### config.mk
export PLATFORM = sky130hd
export DESIGN_NAME = one_bit_memory_mapped_cpu_flat
export DESIGN_NICKNAME = d
export VERILOG_FILES = /design/src/hw/rtl/obmc_pkg.sv /design/src/hw/rtl/obmc_if.sv /design/src/hw/rtl/one_bit_memory_mapped_cpu.sv /design/src/hw/rtl/obmc_ram.sv /design/src/flat_wrapper.sv
export SDC_FILE = /design/constraint.sdc
export NUM_CORES = 1
export LEC_CHECK = 0
export CELL_PAD_IN_SITES_DETAIL_PLACEMENT = 0
export CELL_PAD_IN_SITES_GLOBAL_PLACEMENT = 1
export CORE_MARGIN = 8
export CORE_UTILIZATION = 42
export DETAILED_ROUTE_END_ITERATION = 10
export DONT_BUFFER_PORTS = 1
export PLACE_DENSITY_LB_ADDON = 0.15
export SYNTH_ARGS = -nofsm -noshare
export SYNTH_HDL_FRONTEND = slang
export SYNTH_HIERARCHICAL = 1
export SYNTH_SLANG_ARGS = --single-unit
### constraint.sdc
create_clock -name clk -period 5.3 [get_ports clk]
set_input_delay 0.53 -clock clk [delete_from_list [all_inputs] [get_ports clk]]
set_output_delay 0.53 -clock clk [all_outputs]
set_load 0.02 [all_outputs]
### src/hw/rtl/obmc_pkg.sv
`timescale 1ns / 1ps
`default_nettype none

package obmc_pkg;

  // Fixed field widths of the item channels.
  localparam int CMD_W    = 3;
  localparam int TGT_W    = 8;
  localparam int PC_OUT_W = 8;
  localparam int ACT_W    = 3;

  // Commands carried by an input item.
  localparam logic [CMD_W-1:0] CMD_RESTART   = 3'd0;
  localparam logic [CMD_W-1:0] CMD_APP_LOAD  = 3'd1;
  localparam logic [CMD_W-1:0] CMD_APP_STORE = 3'd2;
  localparam logic [CMD_W-1:0] CMD_APP_JUMP  = 3'd3;
  localparam logic [CMD_W-1:0] CMD_EXECUTE   = 3'd4;

  // Actions reported by a result item.
  localparam logic [ACT_W-1:0] ACT_RESTART = 3'd0;
  localparam logic [ACT_W-1:0] ACT_APPEND  = 3'd1;
  localparam logic [ACT_W-1:0] ACT_LOAD    = 3'd2;
  localparam logic [ACT_W-1:0] ACT_STORE   = 3'd3;
  localparam logic [ACT_W-1:0] ACT_JUMP    = 3'd4;
  localparam logic [ACT_W-1:0] ACT_SKIP    = 3'd5;

  // Restart position of the program counter and the special cells.
  localparam int START_POS   = 6;
  localparam int CELL_ZERO   = 0;
  localparam int CELL_ONE    = 1;
  localparam int CELL_NOT    = 2;
  localparam int CELL_OR     = 3;
  localparam int CELL_AND    = 4;
  localparam int CELL_SHARED = 5;

  typedef enum logic [2:0] {
    ST_CLEAR,
    ST_IDLE,
    ST_APPEND,
    ST_FETCH,
    ST_EXEC,
    ST_LOAD,
    ST_FINISH
  } state_t;

endpackage

`default_nettype wire

### src/hw/rtl/obmc_if.sv
`timescale 1ns / 1ps
`default_nettype none

interface obmc_in_if import obmc_pkg::*; ();
  logic             valid;
  logic             ready;
  logic [CMD_W-1:0] command;
  logic [TGT_W-1:0] target_address;

  modport source (output valid, output command, output target_address, input ready);
  modport sink (input valid, input command, input target_address, output ready);
endinterface

interface obmc_out_if import obmc_pkg::*; ();
  logic                valid;
  logic                ready;
  logic [PC_OUT_W-1:0] program_counter;
  logic                accumulator;
  logic [ACT_W-1:0]    action;
  logic [TGT_W-1:0]    operand_address;

  modport source (output valid, output program_counter, output accumulator,
                  output action, output operand_address, input ready);
  modport sink (input valid, input program_counter, input accumulator,
                input action, input operand_address, output ready);
endinterface

`default_nettype wire

### src/hw/rtl/one_bit_memory_mapped_cpu.sv
// Restart goes straight to the result item; append writes the N instruction bits, and
// execute fetches them and then executes (a load also reads its operand) before the
// result item, where N is the instruction length in bits (ADDRESS_BITS+1 for a jump,
// ADDRESS_BITS+2 otherwise); the one-bit store port moves one instruction bit per cycle.
// Items are taken one at a time; the next is accepted once the result is loaded.
// Reset is synchronous, active low; a clearing pass over every store cell follows.
`timescale 1ns / 1ps
`default_nettype none

module one_bit_memory_mapped_cpu import obmc_pkg::*; #(
  parameter int ADDRESS_BITS = 8
) (
  input  logic      clk,
  input  logic      rst_n,
  obmc_in_if.sink   in_chan,
  obmc_out_if.source out_chan
);

  localparam int AW    = ADDRESS_BITS;
  localparam int DEPTH = 1 << AW;
  localparam int SR_W  = AW + 2;
  localparam int CNT_W = $clog2(AW + 3);

  // Instruction lengths in bits: a jump has one opcode bit, load and store two.
  localparam logic [CNT_W-1:0] LEN_JUMP = CNT_W'(AW + 1);
  localparam logic [CNT_W-1:0] LEN_DATA = CNT_W'(AW + 2);
  localparam logic [CNT_W-1:0] CNT_ONE  = CNT_W'(1);

  localparam logic [AW-1:0] ADDR_START  = AW'(START_POS);
  localparam logic [AW-1:0] ADDR_ZERO   = AW'(CELL_ZERO);
  localparam logic [AW-1:0] ADDR_ONE    = AW'(CELL_ONE);
  localparam logic [AW-1:0] ADDR_NOT    = AW'(CELL_NOT);
  localparam logic [AW-1:0] ADDR_OR     = AW'(CELL_OR);
  localparam logic [AW-1:0] ADDR_AND    = AW'(CELL_AND);
  localparam logic [AW-1:0] ADDR_SHARED = AW'(CELL_SHARED);
  localparam logic [AW-1:0] ADDR_ONES   = '1;

  // Control state.
  state_t            state_r, state_nxt;
  logic [AW-1:0]     pc_r, pc_nxt;
  logic              acc_r, acc_nxt;
  logic              c5_r, c5_nxt;          // shadow of cell 5 for the OR and AND cells
  logic [AW-1:0]     clr_addr_r, clr_addr_nxt;
  logic              rvalid_r, rvalid_nxt;  // a fetch read was issued last cycle
  logic              out_valid_r, out_valid_nxt;

  // Datapath registers.
  logic [SR_W-1:0]   sr_r, sr_nxt;          // bits still to be appended, LSB first
  logic [CNT_W-1:0]  cnt_r, cnt_nxt;        // append: bits left, fetch: reads issued
  logic [CNT_W-1:0]  proc_r, proc_nxt;      // fetch: bits received
  logic              op0_r, op0_nxt;
  logic              op1_r, op1_nxt;
  logic [AW-1:0]     addr_r, addr_nxt;      // operand address, shifted in LSB first
  logic [AW-1:0]     rd_addr_r;
  logic [ACT_W-1:0]  act_r, act_nxt;
  logic [AW-1:0]     opnd_r, opnd_nxt;
  logic [PC_OUT_W-1:0] out_pc_r;
  logic              out_acc_r;
  logic [ACT_W-1:0]  out_act_r;
  logic [TGT_W-1:0]  out_opnd_r;

  // Store port.
  logic              ram_we;
  logic [AW-1:0]     ram_waddr;
  logic              ram_wdata;
  logic [AW-1:0]     ram_raddr;
  logic              ram_rdata;

  logic [AW-1:0]     tgt;
  logic              rd_bit;
  logic [CNT_W-1:0]  need_len;
  logic              fetch_last;
  logic              out_load;

  obmc_ram #(
    .WIDTH (1),
    .DEPTH (DEPTH)
  ) u_store (
    .clk   (clk),
    .we    (ram_we),
    .waddr (ram_waddr),
    .wdata (ram_wdata),
    .raddr (ram_raddr),
    .rdata (ram_rdata)
  );

  assign tgt = AW'(in_chan.target_address);

  // Reads of cells 0 to 4 are answered from constants, the accumulator and cell 5
  // instead of the store, whatever was written to those cells.
  always_comb begin
    unique case (rd_addr_r)
      ADDR_ZERO: rd_bit = 1'b0;
      ADDR_ONE:  rd_bit = 1'b1;
      ADDR_NOT:  rd_bit = ~acc_r;
      ADDR_OR:   rd_bit = acc_r | c5_r;
      ADDR_AND:  rd_bit = acc_r & c5_r;
      default:   rd_bit = ram_rdata;
    endcase
  end

  // Until the first opcode bit is known, assume the longer instruction. Reads are
  // issued on consecutive cycles, so the opcode is known long before the end.
  assign need_len   = (proc_r != '0 && op0_r) ? LEN_JUMP : LEN_DATA;
  assign fetch_last = rvalid_r && (proc_r == need_len - CNT_ONE);
  assign out_load   = (state_r == ST_FINISH) && (!out_valid_r || out_chan.ready);

  assign in_chan.ready            = (state_r == ST_IDLE);
  assign out_chan.valid           = out_valid_r;
  assign out_chan.program_counter = out_pc_r;
  assign out_chan.accumulator     = out_acc_r;
  assign out_chan.action          = out_act_r;
  assign out_chan.operand_address = out_opnd_r;

  // Next state.
  always_comb begin
    state_nxt = state_r;
    unique case (state_r)
      ST_CLEAR: begin
        if (clr_addr_r == ADDR_ONES) begin
          state_nxt = ST_IDLE;
        end
      end
      ST_IDLE: begin
        if (in_chan.valid) begin
          unique case (in_chan.command) inside
            CMD_RESTART: state_nxt = ST_FINISH;
            CMD_APP_LOAD, CMD_APP_STORE, CMD_APP_JUMP: state_nxt = ST_APPEND;
            default: state_nxt = ST_FETCH;
          endcase
        end
      end
      ST_APPEND: begin
        if (cnt_r == CNT_ONE) begin
          state_nxt = ST_FINISH;
        end
      end
      ST_FETCH: begin
        if (fetch_last) begin
          state_nxt = ST_EXEC;
        end
      end
      ST_EXEC: begin
        state_nxt = (!op0_r && !op1_r) ? ST_LOAD : ST_FINISH;
      end
      ST_LOAD: begin
        state_nxt = ST_FINISH;
      end
      ST_FINISH: begin
        if (out_load) begin
          state_nxt = ST_IDLE;
        end
      end
      default: state_nxt = ST_IDLE;
    endcase
  end

  // Datapath and store port.
  always_comb begin
    pc_nxt       = pc_r;
    acc_nxt      = acc_r;
    c5_nxt       = c5_r;
    clr_addr_nxt = clr_addr_r;
    rvalid_nxt   = 1'b0;
    sr_nxt       = sr_r;
    cnt_nxt      = cnt_r;
    proc_nxt     = proc_r;
    op0_nxt      = op0_r;
    op1_nxt      = op1_r;
    addr_nxt     = addr_r;
    act_nxt      = act_r;
    opnd_nxt     = opnd_r;
    ram_we       = 1'b0;
    ram_waddr    = pc_r;
    ram_wdata    = 1'b0;
    ram_raddr    = pc_r;

    unique case (state_r)
      ST_CLEAR: begin
        ram_we       = 1'b1;
        ram_waddr    = clr_addr_r;
        clr_addr_nxt = clr_addr_r + AW'(1);
      end
      ST_IDLE: begin
        if (in_chan.valid) begin
          cnt_nxt  = '0;
          proc_nxt = '0;
          act_nxt  = ACT_APPEND;
          opnd_nxt = tgt;
          unique case (in_chan.command)
            CMD_RESTART: begin
              pc_nxt   = ADDR_START;
              act_nxt  = ACT_RESTART;
              opnd_nxt = '0;
            end
            CMD_APP_LOAD: begin
              sr_nxt  = {tgt, 1'b0, 1'b0};
              cnt_nxt = LEN_DATA;
            end
            CMD_APP_STORE: begin
              sr_nxt  = {tgt, 1'b1, 1'b0};
              cnt_nxt = LEN_DATA;
            end
            CMD_APP_JUMP: begin
              sr_nxt  = {1'b0, tgt, 1'b1};
              cnt_nxt = LEN_JUMP;
            end
            default: begin
              // Execute: the fetch counters start from zero.
            end
          endcase
        end
      end
      ST_APPEND: begin
        ram_we    = 1'b1;
        ram_wdata = sr_r[0];
        if (pc_r == ADDR_SHARED) begin
          c5_nxt = sr_r[0];
        end
        pc_nxt  = pc_r + AW'(1);
        sr_nxt  = sr_r >> 1;
        cnt_nxt = cnt_r - CNT_ONE;
      end
      ST_FETCH: begin
        if (cnt_r < need_len) begin
          pc_nxt     = pc_r + AW'(1);
          cnt_nxt    = cnt_r + CNT_ONE;
          rvalid_nxt = 1'b1;
        end
        if (rvalid_r) begin
          if (proc_r == '0) begin
            op0_nxt = rd_bit;
          end else if (proc_r == CNT_ONE && !op0_r) begin
            op1_nxt = rd_bit;
          end else begin
            addr_nxt = {rd_bit, addr_r[AW-1:1]};
          end
          proc_nxt = proc_r + CNT_ONE;
        end
      end
      ST_EXEC: begin
        opnd_nxt  = addr_r;
        ram_raddr = addr_r;
        if (op0_r) begin
          // A taken jump loads the target, a skipped one is already past it.
          act_nxt = acc_r ? ACT_JUMP : ACT_SKIP;
          if (acc_r) begin
            pc_nxt = addr_r;
          end
        end else if (op1_r) begin
          act_nxt   = ACT_STORE;
          ram_we    = 1'b1;
          ram_waddr = addr_r;
          ram_wdata = acc_r;
          if (addr_r == ADDR_SHARED) begin
            c5_nxt = acc_r;
          end
        end else begin
          act_nxt = ACT_LOAD;
        end
      end
      ST_LOAD: begin
        acc_nxt = rd_bit;
      end
      ST_FINISH: begin
      end
      default: begin
      end
    endcase
  end

  always_comb begin
    if (out_load) begin
      out_valid_nxt = 1'b1;
    end else if (out_chan.ready) begin
      out_valid_nxt = 1'b0;
    end else begin
      out_valid_nxt = out_valid_r;
    end
  end

  always_ff @(posedge clk) begin
    if (!rst_n) begin
      state_r     <= ST_CLEAR;
      pc_r        <= ADDR_START;
      acc_r       <= 1'b0;
      c5_r        <= 1'b0;
      clr_addr_r  <= '0;
      rvalid_r    <= 1'b0;
      out_valid_r <= 1'b0;
    end else begin
      state_r     <= state_nxt;
      pc_r        <= pc_nxt;
      acc_r       <= acc_nxt;
      c5_r        <= c5_nxt;
      clr_addr_r  <= clr_addr_nxt;
      rvalid_r    <= rvalid_nxt;
      out_valid_r <= out_valid_nxt;
    end
  end

  always_ff @(posedge clk) begin
    sr_r      <= sr_nxt;
    cnt_r     <= cnt_nxt;
    proc_r    <= proc_nxt;
    op0_r     <= op0_nxt;
    op1_r     <= op1_nxt;
    addr_r    <= addr_nxt;
    rd_addr_r <= ram_raddr;
    act_r     <= act_nxt;
    opnd_r    <= opnd_nxt;
    if (out_load) begin
      out_pc_r   <= PC_OUT_W'(pc_r);
      out_acc_r  <= acc_r;
      out_act_r  <= act_r;
      out_opnd_r <= TGT_W'(opnd_r);
    end
  end

endmodule

`default_nettype wire

### src/hw/rtl/obmc_ram.sv
`timescale 1ns / 1ps
`default_nettype none

module obmc_ram #(
  parameter int WIDTH = 1,
  parameter int DEPTH = 256
) (
  input  logic                     clk,
  input  logic                     we,
  input  logic [$clog2(DEPTH)-1:0] waddr,
  input  logic [WIDTH-1:0]         wdata,
  input  logic [$clog2(DEPTH)-1:0] raddr,
  output logic [WIDTH-1:0]         rdata
);

  logic [WIDTH-1:0] mem [DEPTH];

  always_ff @(posedge clk) begin
    if (we) begin
      mem[waddr] <= wdata;
    end
    rdata <= mem[raddr];
  end

endmodule

`default_nettype wire
### src/flat_wrapper.sv
// flat-port wrapper written by rule: the top's interface ports become plain ports
module one_bit_memory_mapped_cpu_flat import obmc_pkg::*;
#(
  parameter int ADDRESS_BITS = 8
)
  (clk, rst_n, in_chan_valid, in_chan_command, in_chan_target_address, in_chan_ready, out_chan_valid, out_chan_program_counter, out_chan_accumulator, out_chan_action, out_chan_operand_address, out_chan_ready);
  obmc_in_if in_chan_i ();
  obmc_out_if out_chan_i ();
  input  logic clk;
  input  logic rst_n;
  input wire logic [$bits(in_chan_i.valid)-1:0] in_chan_valid;
  input wire logic [$bits(in_chan_i.command)-1:0] in_chan_command;
  input wire logic [$bits(in_chan_i.target_address)-1:0] in_chan_target_address;
  output wire logic [$bits(in_chan_i.ready)-1:0] in_chan_ready;
  output wire logic [$bits(out_chan_i.valid)-1:0] out_chan_valid;
  output wire logic [$bits(out_chan_i.program_counter)-1:0] out_chan_program_counter;
  output wire logic [$bits(out_chan_i.accumulator)-1:0] out_chan_accumulator;
  output wire logic [$bits(out_chan_i.action)-1:0] out_chan_action;
  output wire logic [$bits(out_chan_i.operand_address)-1:0] out_chan_operand_address;
  input wire logic [$bits(out_chan_i.ready)-1:0] out_chan_ready;
  assign in_chan_i.valid = in_chan_valid;
  assign in_chan_i.command = in_chan_command;
  assign in_chan_i.target_address = in_chan_target_address;
  assign in_chan_ready = in_chan_i.ready;
  assign out_chan_valid = out_chan_i.valid;
  assign out_chan_program_counter = out_chan_i.program_counter;
  assign out_chan_accumulator = out_chan_i.accumulator;
  assign out_chan_action = out_chan_i.action;
  assign out_chan_operand_address = out_chan_i.operand_address;
  assign out_chan_i.ready = out_chan_ready;
  one_bit_memory_mapped_cpu #(.ADDRESS_BITS(ADDRESS_BITS)) u_core (.clk(clk), .rst_n(rst_n), .in_chan(in_chan_i), .out_chan(out_chan_i));
endmodule
Word-level counts from Yosys, hierarchy flattened:

Memory sizes are Yosys's and may differ from the RTL's. A register that Yosys moved wholly into a read port is not among the register bits.
Index checks and enable logic that the tools add are counted.

* shifts and indexed selects: 0
* $mul: 0
* magnitude comparators: 1
* muxes and demuxes: 55
* equality and inequality tests: 34
* $add $sub $neg: 6
* bitwise logic cells: 5
* div/mod/pow operators: 0
* reduce and logical (&&, ||, !) cells: 35

Operators by type and width (number)
* $mux 8: 10
* $pmux 8 s2: 2
* $pmux 8 s4: 1
* $pmux 10 s3: 1
* $eq 8x3->1 const B: 3
* $ne 2x1->1 const B: 12
* $mux 3: 7
* $pmux 3 s7: 1
* $pmux 10 s2: 1
* $add 8x1->8 const B: 2
* $eq 8x2->1 const B: 2
* $mux 1: 16
* $mux 4: 4
* $pmux 4 s2: 2
* $eq 3x2->1 const B: 4
* $pmux 3 s2: 2
* $pmux 4 s3: 1
* $reduce_and 3->1: 4
* $mux 10: 1
* $reduce_and 5->1: 2
* $reduce_bool 2->1: 5
* $eq 3x3->1 const B: 3
* $add 4x1->4 const B: 2
* $eq 4x1->1 const B: 2
* other kinds (27): 46

* memories kept: 1
* input port bits: 15
* output and inout bits: 22
* register bits: 90
* logic and storage cells: 157
* RAM bits: 256
* bits in latches: 0
* ROM bits: 0

Memory list
* u_core.u_store.mem: depth 256, width 1, rd ports 1, clocked after memory_dff 1, write ports 1, RTL line obmc_ram.sv:16 `logic [WIDTH-1:0] mem [DEPTH];`

Longest topological paths before layout:

* depth in word-level cells: 8
* gate-level depth with buffers: 16
* mapped depth without buffers: 10

Hierarchy:

The synthesis kept the hierarchy.

Modules (own cells, without submodules)
* obmc_ram: instances 1, area each 11128.2 um^2, cells each 788, sequential area each 7707.4 um^2
* one_bit_memory_mapped_cpu: instances 1, area each 4337.9 um^2, cells each 425, sequential area each 2392.3 um^2

Worst setup path after synthesis:

No wires, ideal clock.

* path type: register to register
* start point: register u_core.state_r[1]
* end point: memory u_core.u_store.mem[0], data pin
* setup time: 0.900 ns
* data required time: 4.400 ns
* cell stages (with the launch flop): 7
* arrival time: 4.584 ns
* buffers on the path: 3
* period minus slack after synthesis: 5.483 ns
* path slack: -0.183 ns
* cell sequence: dfxtp_1 -> buf_2 -> nand2b_1 -> clkbuf_1 -> nor2_1 -> buf_2 -> a32o_1

* word-level cells in the longest chain between the ends: 2
* elaborated cells between the ends (all ways): 3
* classes of those cells: 2 x eq/ne; 1 x mux

RTL lines
* start: declaration: RTL line one_bit_memory_mapped_cpu.sv:39 `state_t state_r, state_nxt;`
* start signal: assignment: RTL line one_bit_memory_mapped_cpu.sv:292 `state_r <= state_nxt;`
* $eq 3x3->1 / $eq 3x2->1 (equally long branches): RTL line one_bit_memory_mapped_cpu.sv:178 `unique case (state_r)`
* $pmux 1 s2 (*): RTL line one_bit_memory_mapped_cpu.sv:178
* net u_core.ram_wdata: RTL line one_bit_memory_mapped_cpu.sv:65 `logic ram_wdata;`
* end: declaration: RTL line obmc_ram.sv:16

Mark *: on every way through the listed nets, which the timed path passes. The rest lies on a longest branch.

Worst setup path after layout:

* start point: register u_core.state_r[1]
* end point: register u_core.u_store.rdata (read register of u_core.u_store.mem)

* word-level cells in the longest chain between the ends: 2

RTL lines
* $eq 3x3->1: RTL line one_bit_memory_mapped_cpu.sv:178
* $mux 8: RTL line one_bit_memory_mapped_cpu.sv:178
* net u_core.ram_raddr[0]: RTL line one_bit_memory_mapped_cpu.sv:66 `logic [AW-1:0] ram_raddr;`
* end: declaration: RTL line obmc_ram.sv:13 `output logic [WIDTH-1:0] rdata`

The timed path passes the listed nets, and every way through them passes these cells.
A chain may end at the register's enable or synchronous reset.

==> results.toml <==
[finish]
postLayoutCellArea_sq_mm = 0.0171
regArea_sq_mm = 0.0101
antenna_cells = 0
area_growth_pct = 10.3
instances_no_fill = 1683
final_common_cell = "edfxtp_1"
drive_gt1_frac = 0.100
final_cell_mix = "edfxtp_1, nor2_1, nand2_1, mux2i_1, mux4_2"
multi_input_area_sq_mm = 0.00497
nets = 1211
fill_cells = 3318

[timing]
slew_headroom = 0.227
setup_viol = 0
final-hold-violation-count = 0
holdWs_ns = 0.0513
fmax_ghz = 0.254
min_period_ns = 3.94
worstMarginPinSlew_ns = 1.15
clock_skew_ns = 0.0127
fin_tns_setup_ns = 0
drv_slew = 0
rsz0062_at_grt = "no"
timing.final.crit_share = 0.744

[cts]
cts_tree = "yes"
insertion_delay_ns = 0.54
clkTransAtPathRegs_ns = 0.07
post_cts_resize_count = 0
cts_buffers = 39
cts.sinks = 347
postCtsSetupRepairBufs = 0
cts-hold-fix-buffers = 0
clock-root-buffer = "clkbuf_16"
clk_path_buf_depth = 3
cts_max_level = 2

[route]
wl_per_cell_um = 22.7
postRouteAntennaNets = 0
via_count = 9625
drcViolationCount = 0
drtIter0Drc = 912
drt-total-wl_mm = 38.2
drt-pass1-iter-count = 5
via_per_inst = 5.72

[yosys]
synth-compound-area-share = 0.0604
syn_inst = 1213
synth-xor-area-share = 0.00736
yosys.area_share.simple = 0.142
syn_avg_cell_area_sq_um = 12.8
syn_nets = 1238
synth_top_family_by_area = "simple AND/OR/NAND/NOR gates"
synth_warnings = 6
yosysSeqAreaShare = 0.653
syn_area_sq_mm = 0.0155
ys_ff_latch = 347
ys_types = 64
ys.flop_type = "edfxtp_1"
yosys-mux-area-fraction = 0.101
synth_edf_count = 315
synth-adder-area-share = 0.00809
async_flop_share = 0

[power]
powerDensity_mw_per_mm2 = 333
peakVddDrop_v = 0.000271
power_w = 0.00568
p_leak_nw = 5.01

[floorplanning]
start_util = 0.424
ios = 37
num_rows = 70
core_sq_mm = 0.0364
die_height_um = 208
die_x_um = 208
fp.dieArea_sq_mm = 0.0432

[setup_path]
crit_arrival_ns = 4.36
start_kind = "flip-flop"
setup.worst_path.class = "reg -> reg"
cp_slowest_cell = "dfxtp_1"
cpPeakStageDelay_ns = 0.81
path_cells = "or3b_1 > nand2_1 > nand2_4 > mux4_2 > mux4_2 > mux2i_1 > o22ai_1 > a21oi_1 > a22oi_1"
end_kind = "flip-flop"
crit_required_ns = 5.72
worstPathMaxFanout = 36
cp_common_cell = "mux4_2"

[placement]
dp_cells = 1613
postPlaceCellArea_sq_mm = 0.0158
dpl.hpwl_mm = 23.4
port-buffer-count = 0
gp_congestion = 0.798

[run_status]
status = "completed"

[global_route]
use_met2 = 0.269
grt_pass1_wl_mm = 58.3
grt_pass1_vias = 9296
track_usage = 0.175
top_usage_layer = "met2"
grt.met1_usage = 0.251
grtUsageMet3 = 0.0328
antenna_found_initial = 0
grt_max_degree = 133
globalRouteOverflowTotal = 0

[flow_run]
maxCapViolCount = 0

[min_path]
min_path_type = "in -> reg"
critical path: cells and delay by family, from the launching register on:
kind            cells  cell delay [ns]
mux                 3             1.37
simple gates        3             1.16
flops               1             0.81
compound gates      3             0.43
report_power, final:
group	internal (W)	leakage [nW]	switching (W)
combinational	0.0000159	1.69	0.0000500
clock	0.00159	0.611	0.00108
sequential	0.00295	2.71	0.00000275
Yosys cell counts (9+ instances only):
library cell	instances	share of area
buf_2	14	0.0045
nand2_1	101	0.025
dfxtp_1	32	0.041
mux4_2	42	0.061
o21ai_0	15	0.0049
edfxtp_1	315	0.61
nor3_1	12	0.0039
nor2_1	291	0.071
clkbuf_1	49	0.012
o22ai_1	33	0.013
a21oi_1	22	0.0071
nor2b_1	19	0.0077
mux2i_1	61	0.039
a22oi_1	9	0.0044
o21ai_1	27	0.0087
inv_1	11	0.0027
nand3_1	18	0.0058
ha_1	10	0.0081
metrics by stage:
stage | worst slack (ns) | util
final | 1.36 | 0.468
after global routing | 1.14 | 0.468
after CTS | 1.36 | 0.468
after detailed placement | 1.38 | 0.434
after global placement | 1.42 | 0.434
after floorplan | 1.54 | -
registers in the layout, summed over array words and instances, names as in the netlist, 4 cells and up:
signal,flops
u_core/clr_addr_r,8
u_core/proc_r,4
u_core/addr_r,8
u_core/pc_r,8
u_core/cnt_r,4
u_core/sr_r,10
u_core/opnd_r,8
u_core/u_store/mem,256
u_core/rd_addr_r,8
u_core/out_chan.operand_address,8
u_core/out_chan.program_counter,8
worst paths after layout:
check / cells after the start / slack, ns / from / end
setup reg to reg: 9 / 1.36 / u_core/state_r[1]$_SDFFE_PN0P_ / u_core/u_store/rdata$_DFF_P_
hold / removal: 1 / 0.05 / rst_n / u_core/pc_r[2]$_SDFFE_PN1P_
setup / recovery: 9 / 1.36 / u_core/state_r[1]$_SDFFE_PN0P_ / u_core/u_store/rdata$_DFF_P_
hold reg to reg: 0 / 0.42 / u_core/opnd_r[5]$_DFFE_PP_ / u_core/out_chan.operand_address[5]$_DFFE_PP_
metal layers:
layer | vias to the layer above | part of all wire
met5 | - | 0
li1 | 4407 | -
met3 | 46 | 0.060
met2 | 269 | 0.45
met4 | 0 | 0.018
met1 | 4903 | 0.47
cell families after synthesis:
| kind of cell | Yosys count |
|---|---|
| AOI/OAI and AO/OA | 146 |
| buffers and inverters | 90 |
| xor gates and xnor gates | 13 |
| adders and majority gates | 10 |
| and+or+nand+nor | 503 |
| DFF | 347 |
| muxes | 104 |
area by class of cell:
| class | instances | area share |
|---|---|---|
| Clock buffer | 50 | 0.0633 |
| Clock inverter | 20 | 0.0107 |
| Inverter | 13 | 0.00286 |
| Multi-Input combinational cell | 776 | 0.291 |
| Sequential cell | 347 | 0.592 |
| Tap cell | 468 | 0.0343 |
| Timing Repair Buffer | 9 | 0.00543 |
(Power assumes the default switching activity.)
